**config.mk**
```make
export PLATFORM = sky130hd
export DESIGN_NAME = intel_hex_record_loader_top
export DESIGN_NICKNAME = d
export VERILOG_FILES = /design/src/rtl/ihex_pkg.sv /design/src/rtl/ihex_front.sv /design/src/rtl/ihex_linebuf.sv /design/src/rtl/ihex_back.sv /design/src/rtl/intel_hex_record_loader_top.sv
export SDC_FILE = /design/constraint.sdc
export NUM_CORES = 1
export LEC_CHECK = 0
export ABC_AREA = 1
export BUFFER_PORTS_ARGS = -buffer_cell sky130_fd_sc_hd__buf_2
export CAP_MARGIN = 20
export CORE_AREA = 2 2 257 259
export CTS_BUF_LIST = sky130_fd_sc_hd__clkbuf_16
export CTS_CLUSTER_SIZE = 40
export DETAILED_ROUTE_END_ITERATION = 6
export DIE_AREA = 0 0 259 261
export SYNTH_ARGS = -nofsm -noshare
export SYNTH_HDL_FRONTEND = slang
export SYNTH_HIERARCHICAL = 1
export SYNTH_SLANG_ARGS = --single-unit
```
**constraint.sdc**
```tcl
create_clock -name i_clk -period 4.7 [get_ports i_clk]
set_clock_uncertainty 0.05 [all_clocks]
set_input_delay 0.235 -clock i_clk [delete_from_list [all_inputs] [get_ports i_clk]]
set_output_delay 0.235 -clock i_clk [all_outputs]
set_load 0.1 [all_outputs]
```
**src/rtl/ihex_pkg.sv**
```systemverilog
`default_nettype none

package ihex_pkg;

    // Line status codes carried on a status result.
    typedef enum logic [2:0] {
        ST_OK        = 3'd0,
        ST_SHORT     = 3'd1,
        ST_BAD_START = 3'd2,
        ST_CHECKSUM  = 3'd3,
        ST_MALFORMED = 3'd4
    } t_line_status;

    localparam logic KIND_WRITE  = 1'b0;
    localparam logic KIND_STATUS = 1'b1;

    // Error flag bits collected while a line streams in.
    localparam int FLAG_START = 0;
    localparam int FLAG_HEX   = 1;
    localparam int FLAG_OVER  = 2;

    localparam logic [7:0] START_CHAR     = 8'h3A;
    localparam logic [7:0] MIN_LINE_CHARS = 8'd10;
    localparam logic [7:0] IDX_COUNT      = 8'd0;
    localparam logic [7:0] IDX_ADDR_HI    = 8'd1;
    localparam logic [7:0] IDX_ADDR_LO    = 8'd2;
    localparam logic [7:0] IDX_TYPE       = 8'd3;
    localparam logic [7:0] IDX_DATA       = 8'd4;
    localparam logic [7:0] TYPE_DATA      = 8'd0;

    typedef struct packed {
        logic [7:0] text_char;
        logic       end_of_line;
    } t_in_item;

    typedef struct packed {
        logic         result_kind;
        logic [15:0]  write_address;
        logic [7:0]   write_data;
        t_line_status line_status;
        logic         last_of_line;
    } t_out_item;

    // One finished line, handed from the decoder to the drain side.
    typedef struct packed {
        t_line_status status;
        logic         do_writes;
        logic [7:0]   count;
        logic [15:0]  address;
    } t_line_job;

    // Returns {valid, nibble} for one ASCII hex digit.
    function automatic logic [4:0] hex_decode(input logic [7:0] c);
        logic [4:0] r;
        r = 5'd0;
        if (c >= 8'h30 && c <= 8'h39) begin
            r = {1'b1, 4'(c - 8'h30)};
        end else if (c >= 8'h41 && c <= 8'h46) begin
            r = {1'b1, 4'(c - 8'h37)};
        end else if (c >= 8'h61 && c <= 8'h66) begin
            r = {1'b1, 4'(c - 8'h57)};
        end
        return r;
    endfunction

endpackage

`default_nettype wire

```
**src/rtl/ihex_front.sv**
```systemverilog
`default_nettype none

module ihex_front #(
    parameter int MAX_RECORD_BYTES = 32,
    parameter int MAX_LINE_CHARS   = 254,
    parameter int IW               = 5
) (
    input  wire logic              i_clk,
    input  wire logic              i_rst_n,
    input  wire logic              i_accept,
    input  wire ihex_pkg::t_in_item i_item,
    output logic                   o_wr_en,
    output logic [IW-1:0]          o_wr_index,
    output logic [7:0]             o_wr_data,
    output logic                   o_push,
    output ihex_pkg::t_line_job    o_job
);
    import ihex_pkg::*;

    localparam logic [7:0] LINE_MAX = 8'(MAX_LINE_CHARS);
    localparam logic [7:0] REC_MAX  = 8'(MAX_RECORD_BYTES);

    logic [7:0]  r_char_count, n_char_count;
    logic [3:0]  r_pending, n_pending;
    logic [7:0]  r_byte_sum, n_byte_sum;
    logic [7:0]  r_byte_index, n_byte_index;
    logic [7:0]  r_record_count, n_record_count;
    logic [15:0] r_record_address, n_record_address;
    logic [7:0]  r_record_type, n_record_type;
    logic [2:0]  r_flags, n_flags;

    logic [4:0]  hex;
    logic [7:0]  byte_val;
    logic [7:0]  data_off;
    logic        malformed;

    assign hex      = hex_decode(i_item.text_char);
    assign byte_val = {r_pending, hex[3:0]};
    assign data_off = r_byte_index - IDX_DATA;

    assign malformed = r_flags[FLAG_HEX] || r_flags[FLAG_OVER] || !r_char_count[0]
                    || (r_record_count > REC_MAX)
                    || ({1'b0, r_byte_index} != ({1'b0, r_record_count} + 9'd5));

    always_comb begin
        n_char_count     = r_char_count;
        n_pending        = r_pending;
        n_byte_sum       = r_byte_sum;
        n_byte_index     = r_byte_index;
        n_record_count   = r_record_count;
        n_record_address = r_record_address;
        n_record_type    = r_record_type;
        n_flags          = r_flags;
        o_wr_en          = 1'b0;
        o_wr_index       = data_off[IW-1:0];
        o_wr_data        = byte_val;
        o_push           = 1'b0;
        o_job.status     = ST_OK;
        o_job.do_writes  = 1'b0;
        o_job.count      = r_record_count;
        o_job.address    = r_record_address;

        if (r_char_count == 8'd0) begin
            o_job.status = ST_OK;
        end else if (r_char_count < MIN_LINE_CHARS) begin
            o_job.status = ST_SHORT;
        end else if (r_flags[FLAG_START]) begin
            o_job.status = ST_BAD_START;
        end else if (malformed) begin
            o_job.status = ST_MALFORMED;
        end else if (r_byte_sum != 8'd0) begin
            o_job.status = ST_CHECKSUM;
        end
        o_job.do_writes = (r_char_count != 8'd0) && (o_job.status == ST_OK)
                       && (r_record_type == TYPE_DATA);

        if (i_accept && i_item.end_of_line) begin
            o_push           = 1'b1;
            n_char_count     = 8'd0;
            n_pending        = 4'd0;
            n_byte_sum       = 8'd0;
            n_byte_index     = 8'd0;
            n_record_count   = 8'd0;
            n_record_address = 16'd0;
            n_record_type    = 8'd0;
            n_flags          = 3'd0;
        end else if (i_accept) begin
            if (r_char_count >= LINE_MAX) begin
                n_flags[FLAG_OVER] = 1'b1;
            end else begin
                n_char_count = r_char_count + 8'd1;
                if (r_char_count == 8'd0) begin
                    if (i_item.text_char != START_CHAR) begin
                        n_flags[FLAG_START] = 1'b1;
                    end
                end else begin
                    if (!hex[4]) begin
                        n_flags[FLAG_HEX] = 1'b1;
                    end
                    if (r_char_count[0]) begin
                        n_pending = hex[3:0];
                    end else begin
                        // Second digit of a pair completes a byte.
                        n_byte_sum = r_byte_sum + byte_val;
                        if (r_byte_index != 8'hFF) begin
                            n_byte_index = r_byte_index + 8'd1;
                        end
                        priority if (r_byte_index == IDX_COUNT) begin
                            n_record_count = byte_val;
                        end else if (r_byte_index == IDX_ADDR_HI) begin
                            n_record_address[15:8] = byte_val;
                        end else if (r_byte_index == IDX_ADDR_LO) begin
                            n_record_address[7:0] = byte_val;
                        end else if (r_byte_index == IDX_TYPE) begin
                            n_record_type = byte_val;
                        end else if (data_off < REC_MAX) begin
                            o_wr_en = 1'b1;
                        end else if (data_off > REC_MAX) begin
                            n_flags[FLAG_OVER] = 1'b1;
                        end
                    end
                end
            end
        end
    end

    always_ff @(posedge i_clk) begin
        if (!i_rst_n) begin
            r_char_count     <= 8'd0;
            r_pending        <= 4'd0;
            r_byte_sum       <= 8'd0;
            r_byte_index     <= 8'd0;
            r_record_count   <= 8'd0;
            r_record_address <= 16'd0;
            r_record_type    <= 8'd0;
            r_flags          <= 3'd0;
        end else begin
            r_char_count     <= n_char_count;
            r_pending        <= n_pending;
            r_byte_sum       <= n_byte_sum;
            r_byte_index     <= n_byte_index;
            r_record_count   <= n_record_count;
            r_record_address <= n_record_address;
            r_record_type    <= n_record_type;
            r_flags          <= n_flags;
        end
    end

endmodule

`default_nettype wire

```
**src/rtl/ihex_linebuf.sv**
```systemverilog
`default_nettype none

module ihex_linebuf #(
    parameter int IW = 5
) (
    input  wire logic                 i_clk,
    input  wire logic                 i_rst_n,
    input  wire logic                 i_wr_en,
    input  wire logic [IW-1:0]        i_wr_index,
    input  wire logic [7:0]           i_wr_data,
    input  wire logic                 i_push,
    input  wire ihex_pkg::t_line_job  i_job,
    input  wire logic                 i_pop,
    input  wire logic [IW-1:0]        i_rd_index,
    output logic                      o_full,
    output logic                      o_job_valid,
    output ihex_pkg::t_line_job       o_job,
    output logic [7:0]                o_rd_data
);
    import ihex_pkg::*;

    localparam int DEPTH = 1 << IW;

    // Two banks: one fills with the line being decoded, the other drains.
    logic [7:0]  r_mem [2][DEPTH];
    t_line_job   r_jobs [2];
    logic        r_wr_ptr, r_rd_ptr;
    logic [1:0]  r_count, n_count;
    logic [7:0]  r_rd_data;
    logic        rd_bank;

    assign o_full      = (r_count == 2'd2);
    assign o_job_valid = (r_count != 2'd0);
    assign o_job       = r_jobs[r_rd_ptr];
    assign o_rd_data   = r_rd_data;
    assign rd_bank     = i_pop ? ~r_rd_ptr : r_rd_ptr;

    always_comb begin
        n_count = r_count;
        if (i_push && !i_pop) begin
            n_count = r_count + 2'd1;
        end else if (i_pop && !i_push) begin
            n_count = r_count - 2'd1;
        end
    end

    always_ff @(posedge i_clk) begin
        if (!i_rst_n) begin
            r_wr_ptr <= 1'b0;
            r_rd_ptr <= 1'b0;
            r_count  <= 2'd0;
        end else begin
            r_count <= n_count;
            if (i_push) begin
                r_wr_ptr <= ~r_wr_ptr;
            end
            if (i_pop) begin
                r_rd_ptr <= ~r_rd_ptr;
            end
        end
    end

    always_ff @(posedge i_clk) begin
        if (i_push) begin
            r_jobs[r_wr_ptr] <= i_job;
        end
    end

    always_ff @(posedge i_clk) begin
        if (i_wr_en) begin
            r_mem[r_wr_ptr][i_wr_index] <= i_wr_data;
        end
        r_rd_data <= r_mem[rd_bank][i_rd_index];
    end

    a_count_bound: assert property (@(posedge i_clk) disable iff (!i_rst_n)
        r_count != 2'd3)
        else $error("line queue count out of range");

    a_no_push_full: assert property (@(posedge i_clk) disable iff (!i_rst_n)
        i_push |-> !o_full)
        else $error("line pushed into a full queue");

    a_no_pop_empty: assert property (@(posedge i_clk) disable iff (!i_rst_n)
        i_pop |-> o_job_valid)
        else $error("line popped from an empty queue");

    a_no_write_full: assert property (@(posedge i_clk) disable iff (!i_rst_n)
        i_wr_en |-> !o_full)
        else $error("data byte written while both banks are held");

endmodule

`default_nettype wire

```
**src/rtl/ihex_back.sv**
```systemverilog
`default_nettype none

module ihex_back #(
    parameter int IW = 5,
    parameter int CW = 6
) (
    input  wire logic                 i_clk,
    input  wire logic                 i_rst_n,
    input  wire logic                 i_job_valid,
    input  wire ihex_pkg::t_line_job  i_job,
    input  wire logic [7:0]           i_rd_data,
    output logic                      o_pop,
    output logic [IW-1:0]             o_rd_index,
    output logic                      o_out_valid,
    input  wire logic                 i_out_ready,
    output ihex_pkg::t_out_item       o_out_item
);
    import ihex_pkg::*;

    logic [CW-1:0] r_idx, n_idx;
    logic          r_out_valid, n_out_valid;
    t_out_item     r_out, n_out;
    logic          can_load;
    logic          fire;
    logic          has_write;

    assign can_load  = !r_out_valid || i_out_ready;
    assign fire      = i_job_valid && can_load;
    assign has_write = i_job.do_writes && ({{(8-CW){1'b0}}, r_idx} < i_job.count);
    assign o_pop     = fire && !has_write;
    // The buffer read is registered, so it is addressed with the index the next cycle will use.
    assign o_rd_index  = n_idx[IW-1:0];
    assign o_out_valid = r_out_valid;
    assign o_out_item  = r_out;

    always_comb begin
        n_idx       = r_idx;
        n_out_valid = r_out_valid;
        n_out       = r_out;
        if (fire) begin
            n_out_valid = 1'b1;
            if (has_write) begin
                n_idx               = CW'(r_idx + 1'b1);
                n_out.result_kind   = KIND_WRITE;
                n_out.write_address = i_job.address + 16'(r_idx);
                n_out.write_data    = i_rd_data;
                n_out.line_status   = ST_OK;
                n_out.last_of_line  = 1'b0;
            end else begin
                n_idx               = '0;
                n_out.result_kind   = KIND_STATUS;
                n_out.write_address = 16'd0;
                n_out.write_data    = 8'd0;
                n_out.line_status   = i_job.status;
                n_out.last_of_line  = 1'b1;
            end
        end else if (i_out_ready) begin
            n_out_valid = 1'b0;
        end
    end

    always_ff @(posedge i_clk) begin
        if (!i_rst_n) begin
            r_idx       <= '0;
            r_out_valid <= 1'b0;
        end else begin
            r_idx       <= n_idx;
            r_out_valid <= n_out_valid;
        end
    end

    always_ff @(posedge i_clk) begin
        r_out <= n_out;
    end

    a_idx_bound: assert property (@(posedge i_clk) disable iff (!i_rst_n)
        i_job_valid |-> ({{(8-CW){1'b0}}, r_idx} <= i_job.count))
        else $error("write index ran past the record count");

    a_idx_idle: assert property (@(posedge i_clk) disable iff (!i_rst_n)
        !i_job_valid |-> (r_idx == '0))
        else $error("write index not cleared between lines");

endmodule

`default_nettype wire

```
**src/rtl/intel_hex_record_loader_top.sv**
```systemverilog
// Intel HEX line loader.
//
// Input channel (i_in_valid / o_in_ready / i_in_item): one ASCII character of
// a record line per item, then one item with end_of_line set. Characters are
// taken one per cycle. Output channel (o_out_valid / i_out_ready / o_out_item):
// for a good data record, one memory write item per data byte at a rising
// 16-bit address, then one line status item with last_of_line set. Every line,
// empty or not, ends in exactly one status item.
// The first result of a line is offered after its end-of-line item has passed
// through the line queue and the output register; results then leave one per
// cycle while the receiver keeps up, N + 1 of them for a line with N data bytes.
// A two-entry line queue with two data banks sits between the decoder and the
// drain sequencer, so the next line is decoded while the previous one drains.
// The input stalls only when two finished lines are still waiting to drain.
// When the receiver stalls, the result is held in the output register and
// draining pauses; decoding goes on until the queue fills.
// Reset (synchronous, active low) empties the queue, drops any partial line
// and clears the output valid. Buffered data needs no clearing.
`default_nettype none

module intel_hex_record_loader_top #(
    parameter int MAX_RECORD_BYTES = 32,
    parameter int MAX_LINE_CHARS   = 254
) (
    input  wire logic                 i_clk,
    input  wire logic                 i_rst_n,
    input  wire logic                 i_in_valid,
    output logic                      o_in_ready,
    input  wire ihex_pkg::t_in_item   i_in_item,
    output logic                      o_out_valid,
    input  wire logic                 i_out_ready,
    output ihex_pkg::t_out_item       o_out_item
);
    import ihex_pkg::*;

    // Buffer index width and a write counter wide enough to hold the maximum.
    localparam int IW = $clog2(MAX_RECORD_BYTES);
    localparam int CW = $clog2(MAX_RECORD_BYTES + 1);

    logic          accept;
    logic          wr_en;
    logic [IW-1:0] wr_index;
    logic [7:0]    wr_data;
    logic          push;
    t_line_job     push_job;
    logic          full;
    logic          job_valid;
    t_line_job     head_job;
    logic          pop;
    logic [IW-1:0] rd_index;
    logic [7:0]    rd_data;

    assign o_in_ready = !full;
    assign accept     = i_in_valid && o_in_ready;

    ihex_front #(
        .MAX_RECORD_BYTES (MAX_RECORD_BYTES),
        .MAX_LINE_CHARS   (MAX_LINE_CHARS),
        .IW               (IW)
    ) u_front (
        .i_clk      (i_clk),
        .i_rst_n    (i_rst_n),
        .i_accept   (accept),
        .i_item     (i_in_item),
        .o_wr_en    (wr_en),
        .o_wr_index (wr_index),
        .o_wr_data  (wr_data),
        .o_push     (push),
        .o_job      (push_job)
    );

    ihex_linebuf #(
        .IW (IW)
    ) u_linebuf (
        .i_clk       (i_clk),
        .i_rst_n     (i_rst_n),
        .i_wr_en     (wr_en),
        .i_wr_index  (wr_index),
        .i_wr_data   (wr_data),
        .i_push      (push),
        .i_job       (push_job),
        .i_pop       (pop),
        .i_rd_index  (rd_index),
        .o_full      (full),
        .o_job_valid (job_valid),
        .o_job       (head_job),
        .o_rd_data   (rd_data)
    );

    ihex_back #(
        .IW (IW),
        .CW (CW)
    ) u_back (
        .i_clk       (i_clk),
        .i_rst_n     (i_rst_n),
        .i_job_valid (job_valid),
        .i_job       (head_job),
        .i_rd_data   (rd_data),
        .o_pop       (pop),
        .o_rd_index  (rd_index),
        .o_out_valid (o_out_valid),
        .i_out_ready (i_out_ready),
        .o_out_item  (o_out_item)
    );

endmodule

`default_nettype wire
```
# [Word level (Yosys, flattened, before mapping)]
# Memory sizes are Yosys's and may differ from the RTL's. A register that Yosys moved wholly into a read port is not among the register bits.
# Cells that the tools add are included.
[classes] add_sub_neg=12 n_lt_le_gt_ge=15 eq_ne=14 muxes=47 bitwise_logic=12 n_reduce_logical=46
[ops] op="$mux 256" count=1
[ops] op="$bmux 8 s5" count=1
[ops] op="$demux 8 s5" count=1
[ops] op="$mux 29" count=1
[ops] op="$mux 1" count=27
[ops] op="$logic_not 8->1" count=3
[ops] op="$mux 8" count=3
[ops] op="$mux 5" count=4
[ops] op="$add 16x6->16" count=1
[ops] op="$add 8x1->8 const B" count=2
[ops] op="$eq 8x2->1 const B" count=2
[ops] op="$ge 8x7->1 const B" count=2
[ops] op="$gt 8x6->1 const B" count=2
[ops] op="$le 8x7->1 const B" count=2
[ops] op="$reduce_and 4->1" count=4
[ops] op="$reduce_bool 8->1" count=2
[ops] op="$logic_and 1x1->1" count=13
[ops] op="$ge 6x6->1 const B" count=2
[ops] op="$mux 3" count=4
[ops] op="$not 5->6" count=2
[ops] op="$ne 2x1->1 const B" count=5
[ops] op="$not 1->1" count=10
[ops] op="$reduce_and 5->1" count=2
[ops] op="$add 8x3->9 const B" count=1
[ops] op="32 further kinds" count=49
[word_totals] regBits=111 ramBits=568 in_bits=13 out_inout_bits=31 word_cells=171 memories=2
[memory_table] memory="u_linebuf.r_mem" depth=2 width=256 read_ports=1 rd_clocked_by_memory_dff=0 write_ports=1 line="ihex_linebuf.sv:25" rtl="logic [7:0] r_mem [2][DEPTH];"
[memory_table] memory="u_linebuf.r_jobs" depth=2 width=28 read_ports=1 rd_clocked_by_memory_dff=1 write_ports=1 line="ihex_linebuf.sv:26" rtl="t_line_job r_jobs [2];"

# [Logic depth before layout (Yosys ltp)]
# Gate-level depths: netlist of run 1.
[depth] ltp_word=14 mapped_depth=25 ltp_nobuf=22

# [Cells and area by module]
# Netlist of run 1, hierarchy kept.
[by_module_without_submodules] module="ihex_linebuf" n_inst=1 cells_per_inst=2376 area_each_um2=25109.1 seq_area_each_um2=17316.6
[by_module_without_submodules] module="ihex_front" n_inst=1 cells_per_inst=503 area_each_um2=3552.2 seq_area_each_um2=1261.2
[by_module_without_submodules] module="ihex_back" n_inst=1 cells_per_inst=243 area_each_um2=2058.2 seq_area_each_um2=980.9
[by_module_without_submodules] module="intel_hex_record_loader_top" n_inst=1 cells_per_inst=3 area_each_um2=13.8 seq_area_each_um2=0.0

# [Worst setup path after synthesis of run 1]
# Ideal clock, no wire load.
[synth_timing] kind="flip-flop to flip-flop" from="register with a tool-made name" to="register u_linebuf.r_rd_data[0] (netlist: u_linebuf/o_rd_data[0])" setup_time_ns=0.114 arrival_time_ns=3.270 required_ns=4.536 path_slack_ns=1.267 path_stages_with_launch=21 n_path_buf=4 period_less_slack_ns=3.433 path_cell_list="dfxtp_1 > clkbuf_1 > buf_1 > mux2_2 > inv_1 > ha_1 > nand3_1 > and3_1 > nand2_4 > nand2_2 > inv_1 > nand2_1 > buf_2 > buf_1 > nand3_1 > nand3_1 > nand3_1 > nand3_1 > nand3_1 > nand3_1 > nand2_1"
[synth_lines] item="to (signal assigned)" line="ihex_linebuf.sv:73" rtl="r_rd_data <= r_mem[rd_bank][i_rd_index];"
[synth_lines] item="to (decl)" line="ihex_linebuf.sv:29" rtl="logic [7:0] r_rd_data;"

==> impl_metrics.xml, run 1 <==
<?xml version="1.0" encoding="UTF-8"?>
<metrics>
  <group name="status">
    <metric name="outcome" unit="">finished clean</metric>
  </group>
  <group name="timing">
    <metric name="final_min_period_over_clock_period" unit="%">89.5</metric>
    <metric name="unrepaired_setup_endpoints_after_global_routing" unit="">false</metric>
    <metric name="final.min_clock_period" unit="ns">4.21</metric>
    <metric name="hold_viol" unit="">0</metric>
    <metric name="achievable-frequency" unit="GHz">0.238</metric>
    <metric name="timing.slew.headroom" unit="%">22.5</metric>
    <metric name="setup_total_negative_slack" unit="ns">0</metric>
    <metric name="finalMaxSlewViolations" unit="">0</metric>
    <metric name="worst-slew-pin-transition" unit="ns">1.16</metric>
    <metric name="setup_violations" unit="">0</metric>
  </group>
  <group name="yosys">
    <metric name="syn-num-nets" unit="">3176</metric>
    <metric name="synth_enable_flop_cells" unit="">596</metric>
    <metric name="yosys_warnings" unit="">6</metric>
    <metric name="synth_top_area_share" unit="%">58.2</metric>
    <metric name="proportion_of_synthesized_chip_area_in_sequential_cells" unit="%">63.6</metric>
    <metric name="netlist_area" unit="µm²">30700</metric>
    <metric name="synth_common_cells" unit="">nand2_1, inv_1, edfxtp_1</metric>
    <metric name="synthMostInstantiatedCell" unit="">nand2_1</metric>
    <metric name="netlist_top_cells_area" unit="">edfxtp_1, nand3_1, nand2_1, inv_1, dfxtp_1</metric>
    <metric name="synth_ff_type" unit="">edfxtp_1</metric>
    <metric name="number_of_flip_flops_and_latches_in_the_synthesized_netlist" unit="">679</metric>
    <metric name="synthCells" unit="">3125</metric>
    <metric name="synth_largest_area_cell" unit="">edfxtp_1</metric>
    <metric name="async_reset_ff_share" unit="%">0</metric>
    <metric name="synth.lib_cells_used.distinct" unit="">43</metric>
    <metric name="syn_avg_cell_area" unit="µm²">9.83</metric>
  </group>
  <group name="routing">
    <metric name="remaining_drc_errors" unit="">0</metric>
    <metric name="num_vias" unit="">21900</metric>
    <metric name="drt-pass1-iter-count" unit="">7</metric>
    <metric name="via_cell_ratio" unit="">5.33</metric>
    <metric name="drtIter0Drc" unit="">2216</metric>
    <metric name="route.detailed.wl_per_inst" unit="µm">19.5</metric>
    <metric name="drtAntennaViolNets" unit="">0</metric>
    <metric name="totalWireLength" unit="µm">80000</metric>
  </group>
  <group name="job">
    <metric name="maxCapViolations" unit="">0</metric>
  </group>
  <group name="clocking">
    <metric name="root_buffer" unit="">clkbuf_16</metric>
    <metric name="number_of_cts_inserted_buffers" unit="">74</metric>
    <metric name="clk_transition_reported_paths" unit="ns">0.06</metric>
    <metric name="h_tree_levels" unit="">3</metric>
    <metric name="worst_skew_pair.late_latency" unit="ns">0.63</metric>
    <metric name="cts_max_path_buffers" unit="">3</metric>
    <metric name="tritoncts_num_sinks" unit="">679</metric>
    <metric name="post_cts_setup_buffers" unit="">0</metric>
    <metric name="tritoncts_clock_tree" unit="">done</metric>
  </group>
  <group name="grt">
    <metric name="grt.total_usage" unit="%">24.0</metric>
    <metric name="globalRoute.totalOverflow" unit="">0</metric>
    <metric name="antenna_found_initial" unit="">0</metric>
    <metric name="wire_length_of_the_first_global_routing_pass" unit="µm">124000</metric>
    <metric name="pin_count_of_the_biggest_net_entering_global_routing" unit="">105</metric>
    <metric name="via_count_of_the_first_global_routing_pass" unit="">21300</metric>
  </group>
  <group name="power">
    <metric name="pwr-share-comb" unit="%">35.4</metric>
    <metric name="total_power" unit="mW">19.9</metric>
    <metric name="power_frac_seq" unit="%">35.4</metric>
    <metric name="power.ir.vdd_worst" unit="µV">547</metric>
    <metric name="power_leakage" unit="nW">14.9</metric>
    <metric name="internal_power" unit="mW">12.0</metric>
    <metric name="power.switching" unit="mW">7.90</metric>
    <metric name="clockPowerShare" unit="%">29.2</metric>
    <metric name="power_switching_share" unit="%">39.7</metric>
    <metric name="powerDensity" unit="nW/µm²">574</metric>
  </group>
  <group name="setup_path">
    <metric name="worst_setup_path_endpoint" unit="">u_linebuf/o_rd_data[4]</metric>
    <metric name="worst_ep_required_time" unit="ns">5.22</metric>
    <metric name="r2r_setup_slack" unit="ns">0.49</metric>
    <metric name="timing_worst_setup_path_type" unit="">reg2reg</metric>
    <metric name="path_cells" unit="">buf_4 -&gt; mux2_2 -&gt; nand2_1 -&gt; nand2_1 -&gt; nand2_1 -&gt; nand2_1 -&gt; nand2_1 -&gt; nand2_2 -&gt; nand3_1 -&gt; nand2_4 -&gt; inv_4 -&gt; buf_12 -&gt; nand3_1 -&gt; nand3_1 -&gt; nand3_1 -&gt; nand3_1 -&gt; nand3_1 -&gt; nand2_1</metric>
    <metric name="worst_path_max_fanout" unit="">104</metric>
    <metric name="rr_endpoint" unit="">u_linebuf/o_rd_data[4]</metric>
    <metric name="worst_path_largest_cell_delay" unit="ns">0.56</metric>
    <metric name="worst_setup_path_start_kind" unit="">flip-flop</metric>
    <metric name="r2r_cells" unit="">18</metric>
    <metric name="cp.arrival" unit="ns">4.72</metric>
    <metric name="worstSetupEndpointType" unit="">flip-flop</metric>
    <metric name="slowest_stage_cell_cp" unit="">dfxtp_1</metric>
  </group>
  <group name="die">
    <metric name="rows" unit="">94</metric>
    <metric name="chipWidth" unit="µm">259</metric>
    <metric name="io_pins" unit="">44</metric>
    <metric name="start_util" unit="%">47.3</metric>
    <metric name="core-area" unit="µm²">65000</metric>
    <metric name="fp.dieH" unit="µm">261</metric>
    <metric name="design.die.area" unit="µm²">67600</metric>
  </group>
  <group name="finish">
    <metric name="nNetsFinal" unit="">3240</metric>
    <metric name="antenna_cells" unit="">0</metric>
    <metric name="flow.area_growth_from_synthesis" unit="%">12.6</metric>
    <metric name="final.fill_count" unit="">5765</metric>
    <metric name="finish.cell_count_without_fillers" unit="">4111</metric>
    <metric name="final_layout_size_suffix_gt1_share" unit="%">9.49</metric>
  </group>
  <group name="placed_design">
    <metric name="place.gp.congestion" unit="">0.891</metric>
    <metric name="portBuffers" unit="">43</metric>
    <metric name="hpwlAfterDp" unit="µm">48800</metric>
    <metric name="placed_cells_incl_taps" unit="">3970</metric>
  </group>
  <group name="min_path">
    <metric name="worstHoldPathType" unit="">in2reg</metric>
    <metric name="min-delay-start" unit="">i_in_item[0]</metric>
  </group>
</metrics>
-- flip-flops by register name, indices dropped and copies added (netlist names), named ones only --
signal                    count
u_back/o_out_item            28
u_back/o_out_valid            1
u_back/r_idx                  6
u_front/r_byte_index          8
u_front/r_byte_sum            8
u_front/r_char_count          8
u_front/r_flags               3
u_front/r_pending             4
u_front/r_record_address     16
u_front/r_record_count        8
u_front/r_record_type         8
u_linebuf/o_rd_data           8
u_linebuf/r_count             2
u_linebuf/r_jobs             56
u_linebuf/r_mem             512
u_linebuf/r_rd_ptr            1
u_linebuf/r_wr_ptr            1
-- power by group through the flow --
stage          registers [mW]  clock network (mW)  logic (mW)
2_1_floorplan            8.00                   0        4.11
3_3_place_gp             7.17                   0        6.91
3_5_place_dp             7.17                   0        6.95
4_1_cts                  7.05                5.92        6.99
5_1_grt                  7.06                6.15        7.64
6_report                 7.04                5.80        7.03
-- layout by cell type (no fill, tap or decap), types with 59 or more instances in the layout --
cell type	instances
nor2_1	111
dfxtp_1	79
inv_1	624
buf_4	74
nand2_1	629
nand3_1	582
clkbuf_16	75
edfxtp_1	596
nor3_1	64
a21oi_1	79
o21ai_0	59
-- per-layer routing --
metal | vias up | track usage, % | part of all wire, %
met5 | - | 0 | 0
met4 | 0 | 9.25 | 3.3
met3 | 143 | 3.35 | 6.4
met2 | 791 | 39.5 | 47
met1 | 10600 | 32.3 | 43
li1 | 10400 | - | -
-- cell families after synthesis --
family | count (synthesis) | share of synthesized area [%]
multiplexers | 28 | 1.03
AO/OA/AOI/OAI | 157 | 2.75
adder cells (fa/ha/maj) | 38 | 1.60
buffers and inverters | 767 | 9.72
XOR/XNOR | 14 | 0.399
AND/OR/NAND/NOR | 1442 | 20.9
flip-flops | 679 | 63.6
-- per-stage QoR --
step	cell area [µm²]	util [%]	worst slack (ns)	hold WS, ns
6_report	34600	53.2	0.494	0.0982
5_1_grt	34600	53.2	0.283	0.132
4_1_cts	34600	53.2	0.511	0.0590
3_5_place_dp	32100	49.4	0.532	0.398
3_3_place_gp	32100	49.4	0.534	0.386
2_1_floorplan	30700	-	1.27	0.308
-- area by class of cell --
type	instances	area (µm²)	share of cell area (%)
Sequential cell	679	19600	56.5
Timing Repair Buffer	130	978	2.83
Inverter	625	2350	6.78
Clock buffer	75	1880	5.42
Tap cell	864	1080	3.12
Multi-Input combinational cell	1679	8220	23.7
Clock inverter	59	548	1.58
-- repair_timing --
| action | 4_1_cts | 5_1_grt |
|---|---|---|
| endpoints found under the setup margin | 0 | 0 |
| hold buffers | 6 | 0 |
| gates resized for setup | 0 | 0 |
| hold endpoints to repair | 14 | 0 |
-- how the worst min path moves through the flow --
stage          depth (start not counted)                        end  slack [ns]
3_5_place_dp                           0    u_linebuf/r_jobs[0][13]        0.40
6_report                               5         u_linebuf/r_wr_ptr         0.1
4_1_cts                                5         u_linebuf/r_wr_ptr        0.06
3_3_place_gp                           0    u_linebuf/r_jobs[0][11]        0.39
5_1_grt                                4  u_front/r_record_count[3]        0.13
2_1_floorplan                          2         u_linebuf/r_wr_ptr        0.31
-- worst max-delay path, delay by kind of cell (launching register included) --
| kind | cells | cell delay [ns] |
|---|---|---|
| flops | 1 | 0.56 |
| simple gates | 14 | 1.85 |
| buf+inv | 3 | 1.23 |
| mux | 1 | 0.37 |
Power figures use the tool's default switching activity.
==> run 2, diff against run 1 <==
--- a/config.mk
+++ b/config.mk
@@ -13,6 +13,7 @@
 export CTS_CLUSTER_SIZE = 40
 export DETAILED_ROUTE_END_ITERATION = 6
 export DIE_AREA = 0 0 259 261
+export HOLD_SLACK_MARGIN = 0.12
 export SYNTH_ARGS = -nofsm -noshare
 export SYNTH_HDL_FRONTEND = slang
 export SYNTH_HIERARCHICAL = 1
==> constraint.sdc (replaced) <==
create_clock -name i_clk -period 4.7 [get_ports i_clk]
set_clock_uncertainty 0.05 [all_clocks]
set_input_delay 0.94 -clock i_clk [delete_from_list [all_inputs] [get_ports i_clk]]
set_output_delay 0.94 -clock i_clk [all_outputs]
set_load 0.1 [all_outputs]
==> run 2 against run 1 <==
Effect of this change:
- wire length increased by 0.60%
- hold slack improved by 0.31 ns
- setup slack improved by 0.23 ns
- count of clock-buffer cells in the layout increased by 1
- global-route usage about the same
- critical path type unchanged
==> impl_metrics.xml, run 2 (synthesis results as in run 1) <==
<?xml version="1.0" encoding="UTF-8"?>
<metrics>
  <group name="finish">
    <metric name="layout.cells.most_common_list" unit="">inv_1, nand2_1, edfxtp_1</metric>
    <metric name="max_flop_register" unit="">u_linebuf/r_mem</metric>
    <metric name="nNetsFinal" unit="">3234</metric>
    <metric name="largest_register_ff_count" unit="">512</metric>
    <metric name="flow.area_growth_from_synthesis" unit="%">12.6</metric>
    <metric name="final_common_cell" unit="">inv_1</metric>
    <metric name="finished_core_util" unit="%">53.2</metric>
    <metric name="final.fill_count" unit="">5784</metric>
    <metric name="final_layout_size_suffix_gt1_share" unit="%">9.37</metric>
    <metric name="finish.cell_count_without_fillers" unit="">4109</metric>
  </group>
  <group name="grt">
    <metric name="wire_length_of_the_first_global_routing_pass" unit="µm">124000</metric>
    <metric name="globalRoute.totalOverflow" unit="">0</metric>
    <metric name="antenna_found_initial" unit="">0</metric>
    <metric name="pin_count_of_the_biggest_net_entering_global_routing" unit="">129</metric>
    <metric name="grt.total_usage" unit="%">24.0</metric>
    <metric name="via_count_of_the_first_global_routing_pass" unit="">21100</metric>
  </group>
  <group name="timing">
    <metric name="timing.slew.headroom" unit="%">21.4</metric>
    <metric name="finalMaxSlewViolations" unit="">0</metric>
    <metric name="setup_violations" unit="">0</metric>
    <metric name="setup_total_negative_slack" unit="ns">0</metric>
    <metric name="final.min_clock_period" unit="ns">3.98</metric>
    <metric name="worst-slew-pin-transition" unit="ns">1.18</metric>
    <metric name="unrepaired_setup_endpoints_after_global_routing" unit="">false</metric>
    <metric name="postLayoutSetupSlackWorst" unit="ns">0.724</metric>
    <metric name="final_min_period_over_clock_period" unit="%">84.6</metric>
    <metric name="achievable-frequency" unit="GHz">0.252</metric>
    <metric name="hold_viol" unit="">0</metric>
    <metric name="holdWs" unit="ns">0.411</metric>
  </group>
  <group name="die">
    <metric name="core-area" unit="µm²">65000</metric>
    <metric name="rows" unit="">94</metric>
    <metric name="fp.dieH" unit="µm">261</metric>
    <metric name="io_pins" unit="">44</metric>
    <metric name="chipWidth" unit="µm">259</metric>
    <metric name="start_util" unit="%">47.3</metric>
    <metric name="design.die.area" unit="µm²">67600</metric>
  </group>
  <group name="setup_path">
    <metric name="worst_path_max_fanout" unit="">85</metric>
    <metric name="cp.arrival" unit="ns">4.43</metric>
    <metric name="cell_seen_most_often_among_critical_path_stages" unit="">nand2_1</metric>
    <metric name="path_cells" unit="">buf_4 -&gt; mux2_2 -&gt; nand2_1 -&gt; nand2_1 -&gt; nand2_1 -&gt; nand2_1 -&gt; nand2_1 -&gt; nand2_2 -&gt; nand2_4 -&gt; nand2_2 -&gt; inv_1 -&gt; nand2_2 -&gt; nand2_8 -&gt; buf_12 -&gt; nand2_1 -&gt; nand3_1 -&gt; nand3_1 -&gt; nand3_1 -&gt; nand3_1 -&gt; nand3_1 -&gt; nand2_1</metric>
    <metric name="rr_endpoint" unit="">u_linebuf/o_rd_data[3]</metric>
    <metric name="worst_setup_path_start_kind" unit="">flip-flop</metric>
    <metric name="worstSetupEndpointType" unit="">flip-flop</metric>
    <metric name="worst_path_largest_cell_delay" unit="ns">0.52</metric>
    <metric name="worst_ep_required_time" unit="ns">5.16</metric>
    <metric name="slowest_stage_cell_cp" unit="">dfxtp_1</metric>
    <metric name="r2r_cells" unit="">21</metric>
    <metric name="r2r_setup_slack" unit="ns">0.72</metric>
    <metric name="timing_worst_setup_path_type" unit="">reg2reg</metric>
  </group>
  <group name="clocking">
    <metric name="post_cts_setup_buffers" unit="">0</metric>
    <metric name="cts_max_path_buffers" unit="">3</metric>
    <metric name="holdBufCountCts" unit="">0</metric>
    <metric name="tritoncts_clock_tree" unit="">done</metric>
    <metric name="tritoncts_num_sinks" unit="">679</metric>
    <metric name="number_of_cts_inserted_buffers" unit="">74</metric>
    <metric name="worst_skew_pair.late_latency" unit="ns">0.62</metric>
    <metric name="root_buffer" unit="">clkbuf_16</metric>
    <metric name="h_tree_levels" unit="">3</metric>
    <metric name="clk_transition_reported_paths" unit="ns">0.06</metric>
    <metric name="postCtsResizedCells" unit="">0</metric>
  </group>
  <group name="job">
    <metric name="maxCapViolations" unit="">0</metric>
  </group>
  <group name="placed_design">
    <metric name="place.gp.congestion" unit="">0.875</metric>
    <metric name="hpwlAfterDp" unit="µm">49000</metric>
    <metric name="placed_cells_incl_taps" unit="">3970</metric>
    <metric name="portBuffers" unit="">43</metric>
    <metric name="worst_setup_slack_before_clock_tree_synthesis" unit="ns">0.718</metric>
  </group>
  <group name="routing">
    <metric name="via_cell_ratio" unit="">5.26</metric>
    <metric name="totalWireLength" unit="µm">80500</metric>
    <metric name="remaining_drc_errors" unit="">0</metric>
    <metric name="routed-wl-met3" unit="µm">5340</metric>
    <metric name="drt-pass1-iter-count" unit="">5</metric>
    <metric name="num_vias" unit="">21600</metric>
    <metric name="wl_met1" unit="µm">34600</metric>
    <metric name="route.detailed.wl_per_inst" unit="µm">19.6</metric>
    <metric name="drtAntennaViolNets" unit="">0</metric>
    <metric name="met2RoutedLength" unit="µm">38600</metric>
    <metric name="drtIter0Drc" unit="">2105</metric>
    <metric name="top_layer_used" unit="">met4</metric>
  </group>
  <group name="power">
    <metric name="power.ir.vdd_worst" unit="µV">539</metric>
    <metric name="power_leakage" unit="nW">14.9</metric>
    <metric name="powerDensity" unit="nW/µm²">575</metric>
  </group>
  <group name="min_path">
    <metric name="holdPathStages" unit="">2</metric>
    <metric name="min-delay-start" unit="">u_front/r_flags[1]</metric>
    <metric name="whs_endpoint" unit="">u_front/r_flags[1]</metric>
    <metric name="worstHoldPathType" unit="">reg2reg</metric>
  </group>
  <group name="status">
    <metric name="outcome" unit="">finished clean</metric>
  </group>
</metrics>
==> run 2: changes by cell type in the layout (fill, tap and decap cells not counted), moves of 2 or more <==
cell / before / now
inv_16: 3 / 0
clkinv_2: 11 / 8
buf_12: 6 / 8
clkinv_1: 21 / 13
dlygate4sd3_1: 6 / 0
clkinv_8: 1 / 3
buf_4: 74 / 71
inv_1: 624 / 639
==> run 2: per-stage QoR <==
step                      power [mW]  cell area (µm²)
after global placement          14.1            32100
after CTS                       20.0            34600
after floorplan                 12.1            30700
after global routing            20.9            34600
final                           19.9            34600
after detailed placement        14.2            32200
==> run 2: worst max-delay path: cells and delay by family (launching register included) <==
kind                   cells  cell delay, ns
AND/OR/NAND/NOR           17            1.93
buffers and inverters      3            0.88
flip-flops                 1            0.52
multiplexers               1            0.38
==> run 2: metal layers <==
metal,vias up,GRT usage [%]
met2,762,40.0
li1,10400,-
met1,10400,32.5
met3,117,3.37
met5,-,0
met4,0,7.92
==> run 2: power breakdown <==
group / internal, mW / switching [mW] / total (mW)
sequential: 6.86 / 0.188 / 7.05
clock: 3.43 / 2.36 / 5.78
combinational: 1.82 / 5.26 / 7.07
==> run 2: layout make-up <==
type                    instances  area (µm²)  area share (%)
clock inverters                61         527            1.52
clock buffers                  76        1900            5.50
flip-flops and latches        679       19600            56.5
well taps                     864        1080            3.12
inverters                     625        2350            6.79
diodes                          1        2.50         0.00723
repair buffers                124         963            2.78
multi-input cells            1679        8220            23.8
==> run 2: how the worst max path moves through the flow <==
stage | to | slack, ns | depth (start not counted)
2_1_floorplan | u_front/r_byte_sum[6] | 0.62 | 16
3_3_place_gp | u_linebuf/o_rd_data[4] | 0.63 | 18
3_5_place_dp | u_linebuf/o_rd_data[3] | 0.72 | 21
4_1_cts | u_linebuf/o_rd_data[3] | 0.67 | 21
5_1_grt | u_linebuf/o_rd_data[3] | 0.39 | 21
6_report | u_linebuf/o_rd_data[3] | 0.72 | 21
